==> src/design/hnfm_pkg.sv <==
package hnfm_pkg;

    localparam int FINGERPRINT_WORDS_DEF = 64;
    localparam int TRACK_UNITS_DEF       = 3024;

    localparam int WORD_W   = 64;
    localparam int INDEX_W  = 6;
    localparam int ENTRY_W  = 32;
    localparam int COUNT_W  = 16;
    localparam int DIST_W   = 13;
    localparam int TRACK_W  = 33;
    localparam int POP_W    = 7;
    localparam int RECIP_W  = 33;
    localparam int PROD_W   = ENTRY_W + RECIP_W;

    localparam logic [DIST_W-1:0]  DIST_MAX         = '1;
    localparam logic [COUNT_W-1:0] COUNT_MAX        = '1;
    localparam logic [DIST_W-1:0]  THRESHOLD_RESET  = 13'd4096;
    localparam logic [TRACK_W-1:0] TRACK_NONE       = '1;

    // item kinds
    localparam logic [1:0] KIND_QUERY = 2'd0;
    localparam logic [1:0] KIND_CAND  = 2'd1;
    localparam logic [1:0] KIND_COUNT = 2'd2;

    typedef struct packed {
        logic [1:0]         kind;
        logic [INDEX_W-1:0] word_index;
        logic [WORD_W-1:0]  word_data;
        logic [ENTRY_W-1:0] table_entry;
        logic [COUNT_W-1:0] candidate_count;
    } t_in_item;

    typedef struct packed {
        logic signed [TRACK_W-1:0] track_index;
        logic [DIST_W-1:0]         best_distance;
    } t_out_item;

    // distance stage record handed to the judge
    typedef struct packed {
        logic [1:0]         kind;
        logic               first;
        logic               last;
        logic [POP_W-1:0]   pop;
        logic [PROD_W-1:0]  product;
        logic [COUNT_W-1:0] count;
    } t_dist_stage;

    // adder tree: pairs, nibbles, bytes, halves, then the two words
    function automatic logic [POP_W-1:0] popcount64(input logic [WORD_W-1:0] x);
        logic [WORD_W-1:0] s2;
        logic [WORD_W-1:0] s4;
        logic [WORD_W-1:0] s8;
        logic [WORD_W-1:0] s16;
        logic [WORD_W-1:0] s32;
        s2  = (x & 64'h5555_5555_5555_5555) + ((x >> 1) & 64'h5555_5555_5555_5555);
        s4  = (s2 & 64'h3333_3333_3333_3333) + ((s2 >> 2) & 64'h3333_3333_3333_3333);
        s8  = (s4 & 64'h0F0F_0F0F_0F0F_0F0F) + ((s4 >> 4) & 64'h0F0F_0F0F_0F0F_0F0F);
        s16 = (s8 & 64'h00FF_00FF_00FF_00FF) + ((s8 >> 8) & 64'h00FF_00FF_00FF_00FF);
        s32 = (s16 & 64'h0000_FFFF_0000_FFFF) + ((s16 >> 16) & 64'h0000_FFFF_0000_FFFF);
        return POP_W'((s32 & 64'h0000_0000_FFFF_FFFF) + (s32 >> 32));
    endfunction

endpackage

==> src/design/hnfm_judge.sv <==
module hnfm_judge #(
    parameter int TRACK_UNITS = hnfm_pkg::TRACK_UNITS_DEF
) (
    input  logic                            i_clk,
    input  logic                            i_rst_n,
    input  logic                            i_valid,
    input  hnfm_pkg::t_dist_stage           i_stage,
    input  logic                            i_cfg_we,
    input  logic [hnfm_pkg::DIST_W-1:0]     i_cfg_wdata,
    input  logic                            i_out_ready,
    output logic                            o_advance,
    output logic                            o_out_valid,
    output hnfm_pkg::t_out_item             o_out_item
);
    localparam int L = $clog2(TRACK_UNITS);

    logic [hnfm_pkg::DIST_W-1:0]  r_threshold;
    logic [hnfm_pkg::DIST_W-1:0]  r_partial;
    logic [hnfm_pkg::DIST_W-1:0]  r_min;
    logic [hnfm_pkg::TRACK_W-1:0] r_best;
    logic [hnfm_pkg::COUNT_W-1:0] r_processed;
    logic [hnfm_pkg::COUNT_W-1:0] r_target;
    logic                         r_known;
    logic                         r_out_valid;
    hnfm_pkg::t_out_item          r_out_item;

    logic [hnfm_pkg::DIST_W-1:0]  n_partial;
    logic [hnfm_pkg::DIST_W-1:0]  n_min;
    logic [hnfm_pkg::TRACK_W-1:0] n_best;
    logic [hnfm_pkg::COUNT_W-1:0] n_processed;
    logic [hnfm_pkg::COUNT_W-1:0] n_target;
    logic                         n_known;
    logic [hnfm_pkg::DIST_W:0]    sum;
    logic [hnfm_pkg::DIST_W-1:0]  cand_dist;
    logic [hnfm_pkg::ENTRY_W-1:0] quotient;
    logic                         emit;
    logic                         fire;

    always_comb begin
        n_partial   = r_partial;
        n_min       = r_min;
        n_best      = r_best;
        n_processed = r_processed;
        n_target    = r_target;
        n_known     = r_known;
        sum         = (hnfm_pkg::DIST_W + 1)'(r_partial) +
                      (hnfm_pkg::DIST_W + 1)'(i_stage.pop);
        quotient    = hnfm_pkg::ENTRY_W'(i_stage.product >> (32 + L));

        if (i_stage.first) begin
            cand_dist = hnfm_pkg::DIST_W'(i_stage.pop);
        end else if (sum[hnfm_pkg::DIST_W]) begin
            cand_dist = hnfm_pkg::DIST_MAX;
        end else begin
            cand_dist = sum[hnfm_pkg::DIST_W-1:0];
        end

        if (i_stage.kind == hnfm_pkg::KIND_CAND) begin
            n_partial = cand_dist;
            if (i_stage.last) begin
                // ties go to the later candidate
                if (cand_dist <= r_min) begin
                    n_min  = cand_dist;
                    n_best = hnfm_pkg::TRACK_W'(quotient);
                end
                n_partial = '0;
                if (r_processed != hnfm_pkg::COUNT_MAX) begin
                    n_processed = r_processed + 1'b1;
                end
            end
        end else if (!r_known) begin
            n_target = i_stage.count;
            n_known  = 1'b1;
        end

        emit      = i_valid && n_known && (n_processed >= n_target);
        o_advance = !(emit && r_out_valid && !i_out_ready);
        fire      = i_valid && o_advance;
    end

    always_ff @(posedge i_clk) begin
        if (fire && emit) begin
            r_out_item.track_index   <= n_best;
            r_out_item.best_distance <= n_min;
        end
    end

    always_ff @(posedge i_clk) begin
        if (!i_rst_n) begin
            r_threshold <= hnfm_pkg::THRESHOLD_RESET;
            r_partial   <= '0;
            r_min       <= hnfm_pkg::THRESHOLD_RESET;
            r_best      <= hnfm_pkg::TRACK_NONE;
            r_processed <= '0;
            r_target    <= '0;
            r_known     <= 1'b0;
            r_out_valid <= 1'b0;
        end else begin
            if (fire && emit) begin
                r_out_valid <= 1'b1;
            end else if (i_out_ready) begin
                r_out_valid <= 1'b0;
            end
            if (fire) begin
                r_target <= n_target;
                if (emit) begin
                    // clear the run
                    r_partial   <= '0;
                    r_min       <= r_threshold;
                    r_best      <= hnfm_pkg::TRACK_NONE;
                    r_processed <= '0;
                    r_known     <= 1'b0;
                end else begin
                    r_partial   <= n_partial;
                    r_min       <= n_min;
                    r_best      <= n_best;
                    r_processed <= n_processed;
                    r_known     <= n_known;
                end
            end
            if (i_cfg_we) begin
                r_threshold <= i_cfg_wdata;
                if (r_processed == '0) begin
                    r_min <= i_cfg_wdata;
                end
            end
        end
    end

    assign o_out_valid = r_out_valid;
    assign o_out_item  = r_out_item;
endmodule
==> config.mk <==
export PLATFORM = sky130hd
export DESIGN_NAME = hnfm_judge
export DESIGN_NICKNAME = d
export VERILOG_FILES = /design/src/design/hnfm_pkg.sv /design/src/design/hnfm_judge.sv
export SDC_FILE = /design/constraint.sdc
export NUM_CORES = 1
export LEC_CHECK = 0
export BUFFER_PORTS_ARGS = -buffer_cell sky130_fd_sc_hd__buf_4
export CELL_PAD_IN_SITES_DETAIL_PLACEMENT = 0
export CELL_PAD_IN_SITES_GLOBAL_PLACEMENT = 2
export CORE_MARGIN = 3
export CORE_UTILIZATION = 32
export CTS_BUF_LIST = sky130_fd_sc_hd__clkbuf_4 sky130_fd_sc_hd__clkbuf_8
export CTS_CLUSTER_DIAMETER = 200
export CTS_CLUSTER_SIZE = 28
export DETAILED_ROUTE_END_ITERATION = 10
export GPL_ROUTABILITY_DRIVEN = 0
export PLACE_DENSITY = 0.88
export SLEW_MARGIN = 20
export SYNTH_ARGS = -nofsm -noshare
export SYNTH_HDL_FRONTEND = slang
export SYNTH_SLANG_ARGS = --single-unit
export TNS_END_PERCENT = 100
==> constraint.sdc <==
create_clock -name i_clk -period 6.69 [get_ports i_clk]
set_input_delay 1.338 -clock i_clk [delete_from_list [all_inputs] [get_ports i_clk]]
set_output_delay 1.338 -clock i_clk [all_outputs]
set_load 0.01 [all_outputs]
==> results of run 1 <==
## cell type report
| type | instances | area, µm² | share of cell area |
|---|---|---|---|
| Clock buffer | 19 | 255 | 0.0262 |
| Clock inverter | 13 | 166 | 0.0171 |
| Inverter | 23 | 86.3 | 0.00885 |
| Multi-Input combinational cell | 600 | 4290 | 0.440 |
| Sequential cell | 152 | 3500 | 0.359 |
| Tap cell | 324 | 405 | 0.0416 |
| Timing Repair Buffer | 136 | 1050 | 0.107 |
## cell families after synthesis
group / after synthesis / synth area share
compound gates: 209 / 0.181
buf+inv: 80 / 0.0412
fa+ha+maj: 39 / 0.0610
xor+xnor: 19 / 0.0205
flops: 152 / 0.432
simple gates: 258 / 0.158
mux: 75 / 0.106
## layer usage
metal	up-vias	share of wire	wire, µm	global-route usage
li1	3248	-	-	-
met5	-	0.00064	13	0
met2	131	0.48	9820	0.248
met3	12	0.045	924	0.0312
met4	2	0.0082	168	0.0316
met1	3073	0.46	9460	0.203
## sequential cells by signal, summed over array words and instances (netlist names)
name and flops:
r_target 16, r_processed 16, r_min 13, r_best 33, r_known 1, o_out_item 46
r_partial 13, r_threshold 13, o_out_valid 1
## worst max path at each step
stage	cells after the start	end	from	slack, ns
2_1_floorplan	16	r_min[10]$_SDFF_PN0_	i_stage[91]	0.22
3_3_place_gp	14	o_advance	i_stage[91]	0.72
3_5_place_dp	14	o_advance	i_stage[91]	0.73
4_1_cts	14	o_advance	i_stage[91]	0.71
5_1_grt	14	o_advance	i_stage[91]	0.44
6_report	14	o_advance	i_stage[91]	0.76
## through the flow
step           setup WS (ns)  instances
6_report               0.762       1267
3_3_place_gp           0.721       1235
3_5_place_dp           0.726       1235
2_1_floorplan          0.219        832
4_1_cts                0.713       1267
5_1_grt                0.444       1267
## power by group
group | internal (µW) | total (µW) | leakage [µW] | switching (µW)
clock | 388 | 765 | 0.000210 | 377
combinational | 117 | 252 | 0.00246 | 135
sequential | 976 | 991 | 0.00128 | 15.7
total | 1480 | 2010 | 0.00395 | 528
## cells in the final DEF, fill, tap and decap left out, drive strengths merged, types with 27 or more instances in the layout
master | Yosys | layout
dfxtp | 106 | 106
o21ai | 47 | 47
ha | 37 | 37
inv | 23 | 27
a21oi | 28 | 28
edfxtp | 46 | 46
mux2i | 50 | 50
nand2 | 54 | 54
nand3 | 31 | 31
nor2 | 73 | 73
buf | 15 | 136
nor2b | 30 | 30
==> metrics.txt, run 1 <==
synth top area cells dfxtp_1, edfxtp_1, mux2i_1; CP Cell Sequence buf_4 > nand3b_1 > a31oi_1 > and4_1 > nor2b_1 > buf_4 > xor2_1 > ha_1 > a211o_1 > a221o_1 > a41oi_1 > o31ai_1 > nand4_1 > buf_4; CP max stage delay 0.44 ns; Reg clk slew, reported paths 0.08 ns; crit-path most repeated cell buf_4; H-tree Lvls 4; hold path cells 1; Post-Route Skew about 0.018 ns; row count 57; n_diodes 0; Final Total Pwr about 2000 µW; RSZ-0062 raised after global routing false; cells on worst reg2reg path 16; register area share after synthesis 0.432; setup violators final 0; core area 24600 µm²; Net Count, Synth 980; WL/cell 16.1 µm; FILL cells between 2000 and 2500; Area after DPL 9330 µm²; crit path time final 5.93 ns; Die H approximately 170 µm; number of vias per cell 5.10; Pleak between 0.003 and 0.004 µW; P per Cell Area ~200 nW/µm²; synth cell count leaders dfxtp_1, nor2_1, nand2_1; HPWL after detailed placement 14200 µm; Worst Setup Path Type in2out; Root Driver clkbuf_8; clk sinks 152; Vias 6466; Area growth syn-to-layout 20.3%; Final Max Slew Viols 0; ys flop type dfxtp_1; post-synth top area cell dfxtp_1; IR drop worst, VDD 133 µV; warnings from Yosys 0; critical path startpoint category primary input; Hold Startpoint r_best[24]$_SDFFE_PN1N_; Synth Register Bits approximately 150; final core area utilization 0.396; Crit path required time ~5.4 ns; layout cells sized above 1 0.221; GRT Residual Overflow 0; Worst R2R Start r_partial[2]$_SDFFE_PN0P_; Post-Syn Area 8100 µm²; DRC 0; crit path max fanout 6; Detailed Route WL 20400 µm; Post-synth ARST share 0; Hold Path Sink r_best[24]$_SDFFE_PN1N_; clk_lat worst skew 0.45 ns; largest net degree at the start of global routing 75; final instance area 9750 µm²; Post-synth EDFFs 46; cell family with most CP delay compound AO/OA/AOI/OAI gates; post-route ant nets 0; I/O pins 158; CTS-repair resized insts 0; die width 165 µm; Worst-Margin Slew just over 0.9 ns; antenna violations before repair 1; R2R Setup Slk approximately 1.9 ns; area share of the largest cell type after synthesis 0.262; Hold Fails Final Rpt 0; starting density of the core 0.329; status finished clean; fin nets approximately 1100; Tightest Hold Check Type reg2reg; WHS 0.448 ns; # port buffers approximately 110; Num CTS Buffers 17; synth unique cells 63; Initial DRT Pass Iterations 5; hold buffer count at cts 0; gr usage total 0.150; Critical Path Slowest Stage Cell a31oi_1; vias in the first global route 6043; Slew headroom 0.390; Cells after Synth 832; first-pass GRT wire length 32300 µm; fmax 0.169 GHz; DIE AREA 27300 µm²; crit path DAT about 4.6 ns; Buf/Inv on CP 3; Final period util 0.886; r2r endpoint o_out_item[11]$_DFFE_PP_; average instance area after synthesis 9.74 µm²; DRT iter0 DRCs 402; most instantiated library cell after synthesis dfxtp_1; Worst setup EP type output pin; setup bufs post-CTS 0; setup_tns 0 ns; CTS tree yes; Max clock buf depth 2; Max Cap Viol 0
No activity file was read; power rests on OpenSTA's default activity.
==> run 2: changes to the inputs <==
--- a/config.mk
+++ b/config.mk
@@ -16,6 +16,7 @@
 export DETAILED_ROUTE_END_ITERATION = 10
 export GPL_ROUTABILITY_DRIVEN = 0
 export PLACE_DENSITY = 0.88
+export RECOVER_POWER = 25
 export SLEW_MARGIN = 20
 export SYNTH_ARGS = -nofsm -noshare
 export SYNTH_HDL_FRONTEND = slang
==> metrics.txt, run 2 (synthesized netlist as in run 1, its figures left out) <==
gr usage total 0.150; largest net degree at the start of global routing 75; hold path cells 1; Max clock buf depth 2; Reg clk slew, reported paths 0.08 ns; HPWL after detailed placement 14200 µm; status finished, violations left; failing checks max-capacitance violations, max-slew violations; crit-path most repeated cell buf_4; Slew headroom -1.02; WHS about 0.45 ns; H-tree Lvls 4; # port buffers between 100 and 150; Root Driver clkbuf_8; max FFs per register 46; sequential share of power 0.493; internal power 1480 µW; Post-Route Skew about 0.018 ns; DRT iter0 DRCs 431; Crit path required time 5.35 ns; Area growth syn-to-layout 18.1%; Clock power frac 0.381; CP max stage delay between 0.4 and 0.5 ns; antenna violations before repair 1; cells on worst reg2reg path 16; Final Max Slew Viols 75; Critical Path Slowest Stage Cell a31oi_1; post-route ant nets 0; Initial DRT Pass Iterations 4; final core area utilization 0.389; commonest non-fill, non-tap cell in the layout dfxtp_1; Tightest Hold Check Type reg2reg; most frequent cells in the layout dfxtp_1, buf_4, nor2_1; core area roughly 25000 µm²; setup_tns 0 ns; Stages on worst setup path 14; FILL cells about 2500; setup violators final 0; Num CTS Buffers 17; fin nets around 1100; Worst setup EP type output pin; clk_lat worst skew between 0.4 and 0.5 ns; fmax 0.169 GHz; RSZ-0062 raised after global routing false; Pleak 0.00377 µW; Die H 165 µm; WL/cell approximately 16 µm; Max Cap Viol 1; Net Sw Power 528 µW; Final period util 0.885; CTS-repair resized insts 0; row count 57; die width approximately 170 µm; crit path DAT 4.59 ns; critical path startpoint category primary input; met2 usage 0.248; Vias 6438; DRC 0; IR drop worst, VDD 133 µV; crit path max fanout 6; DIE AREA 27300 µm²; CTS tree yes; CP Cell Sequence buf_4 > nand3b_1 > a31oi_1 > and4_1 > nor2b_1 > buf_4 > xor2_1 > ha_1 > a211o_1 > a221o_1 > a41oi_1 > o31ai_1 > nand4_1 > buf_4; Final Total Pwr slightly above 2000 µW; GR Layer Usage met3 0.0312; Most Crowded Layer GR met2; clk sinks around 150; starting density of the core 0.329; Comb power frac 0.126; first-pass GRT wire length ~32000 µm; crit path time final 5.92 ns; Worst Setup Path Type in2out; layout cells sized above 1 0.170; I/O pins 158; Worst-Margin Slew 3.03 ns; setup bufs post-CTS 0; Buf/Inv on CP 3; Detailed Route WL approximately 20000 µm; Hold Fails Final Rpt 0; vias in the first global route 6043; switch share 0.263; GRT Residual Overflow 0; GR Util met1 0.203; number of vias per cell 5.08; hold buffer count at cts 0; P per Cell Area 210 nW/µm²; cell family with most CP delay compound AO/OA/AOI/OAI gates; R2R Setup Slk 1.86 ns; n_diodes 0
run 2: final timing paths:
| check | end | startpoint |
|---|---|---|
| worst max-delay path | o_advance | i_stage[91] |
| worst min-delay path | r_best[24]$_SDFFE_PN1N_ | r_best[24]$_SDFFE_PN1N_ |
| worst max register to register | o_out_item[11]$_DFFE_PP_ | r_partial[2]$_SDFFE_PN0P_ |
| worst min register to register | r_best[24]$_SDFFE_PN1N_ | r_best[24]$_SDFFE_PN1N_ |
run 2: power groups by stage:
stage               combinational (µW)  clock [µW]  sequential (µW)
floorplan                          171           0             1010
global placement                   252           0             1010
detailed placement                 254           0             1010
CTS                                255         796              991
global route                       287         833              995
finish                             254         765              991
run 2: stage by stage:
stage / setup slack, ns / area (µm²) / cells
floorplan: 0.219 / 8100 / 832
global placement: 0.721 / 9330 / 1235
detailed placement: 0.726 / 9330 / 1235
CTS: 0.713 / 9750 / 1267
global route: 0.444 / 9570 / 1267
finish: 0.767 / 9570 / 1267
run 2: routing by layer:
metal,vias up,part of all wire
li1,3247,-
met1,3068,0.47
met2,109,0.48
met3,12,0.040
met4,2,0.0083
met5,-,0.00064
run 2: area by class of cell:
| class | instances | area (µm²) | share of cell area |
|---|---|---|---|
| multi-input cells | 600 | 4290 | 0.448 |
| flip-flops and latches | 152 | 3500 | 0.366 |
| repair buffers | 136 | 866 | 0.0904 |
| well taps | 324 | 405 | 0.0423 |
| clock buffers | 19 | 255 | 0.0267 |
| clock inverters | 13 | 166 | 0.0174 |
| inverters | 23 | 86.3 | 0.00902 |
==> run 3: changes to the inputs <==
--- a/config.mk
+++ b/config.mk
@@ -5,17 +5,18 @@
 export SDC_FILE = /design/constraint.sdc
 export NUM_CORES = 1
 export LEC_CHECK = 0
+export ABC_AREA = 1
 export BUFFER_PORTS_ARGS = -buffer_cell sky130_fd_sc_hd__buf_4
 export CELL_PAD_IN_SITES_DETAIL_PLACEMENT = 0
 export CELL_PAD_IN_SITES_GLOBAL_PLACEMENT = 2
 export CORE_MARGIN = 3
-export CORE_UTILIZATION = 32
+export CORE_UTILIZATION = 30
 export CTS_BUF_LIST = sky130_fd_sc_hd__clkbuf_4 sky130_fd_sc_hd__clkbuf_8
 export CTS_CLUSTER_DIAMETER = 200
-export CTS_CLUSTER_SIZE = 28
+export CTS_CLUSTER_SIZE = 25
 export DETAILED_ROUTE_END_ITERATION = 10
 export GPL_ROUTABILITY_DRIVEN = 0
-export PLACE_DENSITY = 0.88
+export PLACE_DENSITY = 0.89
 export RECOVER_POWER = 25
 export SLEW_MARGIN = 20
 export SYNTH_ARGS = -nofsm -noshare
==> metrics.txt, run 3 <==
vias in the first global route about 6500; Reg clk slew, reported paths about 0.10 ns; Final period util 0.872; Worst-Margin Slew 2.90 ns; commonest non-fill, non-tap cell in the layout nand2_1; Max clock buf depth 2; clk sinks 152; most frequent cells in the layout nand2_1, nor2_1, dfxtp_1; Slew headroom -0.934; largest family of logic cells by synthesized area simple AND/OR/NAND/NOR gates; H-tree Lvls 4; Pleak 0.00402 µW; Vias slightly below 7000; failing checks max-capacitance violations, max-slew violations; warnings from Yosys 0; Detailed Route WL 21200 µm; WL/cell 14.7 µm; fin nets between 1000 and 1500; area share of the largest cell type after synthesis 0.265; fmax 0.171 GHz; FILL cells 2835; first-pass GRT wire length 34300 µm; setup violators final 0; RSZ-0062 raised after global routing false; Final Max Slew Viols 64; post-synthesis simple-gate area fraction 0.271; GRT Residual Overflow 0; hold buffer count at cts 0; clk_lat worst skew between 0.4 and 0.5 ns; Hold Path Sink r_target[0]$_SDFFE_PN0N_; DRT iter0 DRCs 411; starting density of the core 0.307; Post-synth ARST share 0; Root Driver clkbuf_8; Num CTS Buffers 17; Max Cap Viol 1; R2R Setup Slk around 1.9 ns; switch share 0.309; Worst setup EP type output pin; CTS-repair resized insts 0; ys flop type dfxtp_1; area of the multi-input gates 3910 µm²; Clock power frac 0.368; Worst Setup Path Type in2out; crit path max fanout 6; mux contribution to synthesized area 0.0187; Net Count, Synth 1149; Die H ~170 µm; HPWL after detailed placement 14900 µm; Post-Synth Adder-Cell Area 0.0603; gr usage total 0.149; setup bufs post-CTS 0; die width 169 µm; DIE AREA 28700 µm²; status finished, violations left; # port buffers 113; largest net degree at the start of global routing 64; IR drop worst, VDD a little under 100 µV; Comb power frac 0.144; max FFs per register 46; register area share after synthesis 0.437; Initial DRT Pass Iterations 6; CTS tree yes; crit path DAT about 4.5 ns; hold path cells 2; post-route ant nets 0; Tightest Hold Check Type reg2reg; synth unique cells 52; XOR/XNOR Fraction of Synth Area 0.0217; cells on worst reg2reg path 25; most instantiated library cell after synthesis nand2_1; I/O pins 158; number of vias per cell 4.71; Hold Fails Final Rpt 0; Hold Startpoint r_target[0]$_SDFFE_PN0N_; Area growth syn-to-layout 16.4%; Post-synth EDFFs 46; core area 26100 µm²; Crit path required time about 5.4 ns; antenna violations before repair 0; Post-Route Skew 0.0234 ns; final instance area 9330 µm²; post-synth top area cell dfxtp_1; setup_tns 0 ns; FF+latch area 3500 µm²; layout cells sized above 1 0.163; internal power 1420 µW; average instance area after synthesis between 8 and 9 µm²; P per Cell Area 220 nW/µm²; Worst R2R Start r_processed[0]$_SDFFE_PN0N_; synth top area cells dfxtp_1, edfxtp_1, nand2_1; compound-gate portion of the synthesized area 0.115; Post-Syn Area 8010 µm²; Area after DPL 9070 µm²; row count 59; Synth Register Bits 152; n_diodes 0; Cells after Synth 1001; DRC 0; sequential share of power 0.489; crit path time final ~5.8 ns; synth cell count leaders nand2_1, nor2_1, dfxtp_1; Net Sw Power 636 µW; r2r endpoint r_partial[10]$_SDFFE_PN0P_; critical path startpoint category primary input
-- run 3: changes by cell type after synthesis, sizes merged, moves of 21 or more --
cell,before,now
nor2,73,114
mux2i,50,15
and3,21,0
a21oi,28,69
nand3,31,79
mux2,25,0
nand2,54,254
inv,23,87
nor2b,30,0
-- run 3: layout make-up --
| type | count | share of cell area |
|---|---|---|
| clock buffer | 17 | 0.0251 |
| inverter | 89 | 0.0358 |
| clock inverter | 15 | 0.0212 |
| sequential | 152 | 0.376 |
| timing repair buffer | 121 | 0.0781 |
| tap | 335 | 0.0449 |
| multi-input combinational | 713 | 0.419 |
-- run 3: critical path, cell delays in order --
cell      delay [ns]
buf_4           0.10
nor2_1          0.24
inv_1           0.20
nor4_1          0.45
inv_1           0.11
o21ai_0         0.16
nand3_1         0.14
ha_1            0.33
nand2_1         0.07
nor2_1          0.17
nand4_1         0.13
o311ai_1        0.46
nand3_1         0.19
inv_2           0.14
nand2_1         0.10
buf_4           0.17
-- run 3: how the worst max path moves through the flow --
stage / slack, ns / depth (start not counted) / from / end
2_1_floorplan: 0.55 / 15 / i_stage[90] / o_out_item[0]$_DFFE_PP_
6_report: 0.86 / 16 / i_stage[91] / o_advance
3_3_place_gp: 0.94 / 16 / i_stage[91] / o_advance
3_5_place_dp: 0.88 / 16 / i_stage[91] / o_advance
4_1_cts: 0.87 / 16 / i_stage[91] / o_advance
5_1_grt: 0.51 / 16 / i_stage[91] / o_advance
-- run 3: power groups by stage --
| stage | sequential (µW) | clock [µW] | combinational, µW |
|---|---|---|---|
| 6_report | 1000 | 755 | 295 |
| 5_1_grt | 1010 | 812 | 340 |
| 4_1_cts | 1000 | 781 | 298 |
| 3_5_place_dp | 1020 | 0 | 297 |
| 3_3_place_gp | 1020 | 0 | 295 |
| 2_1_floorplan | 1020 | 0 | 213 |
-- run 3: kinds of logic after synthesis --
family | after synthesis
xor+xnor | 19
simple gates | 481
buf+inv | 136
mux | 15
flops | 152
compound gates | 160
fa+ha+maj | 38
-- run 3: stage by stage --
| step | util | total power, µW | hold WS (ns) | worst slack, ns | instances |
|---|---|---|---|---|---|
| after global placement | 0.347 | 1320 | 0.437 | 0.942 | 1410 |
| after floorplan | - | 1230 | 0.429 | 0.554 | 1001 |
| after CTS | 0.364 | 2080 | 0.461 | 0.875 | 1442 |
| final | 0.357 | 2050 | 0.458 | 0.856 | 1442 |
| after detailed placement | 0.347 | 1320 | 0.443 | 0.880 | 1410 |
| after global routing | 0.357 | 2160 | 0.495 | 0.512 | 1442 |
-- run 3: per-layer routing --
metal	up-vias	track usage	part of all wire
li1	3534	-	-
met1	3099	0.205	0.50
met2	145	0.235	0.44
met3	12	0.0356	0.047
met4	0	0.0398	0.011
met5	-	0	0
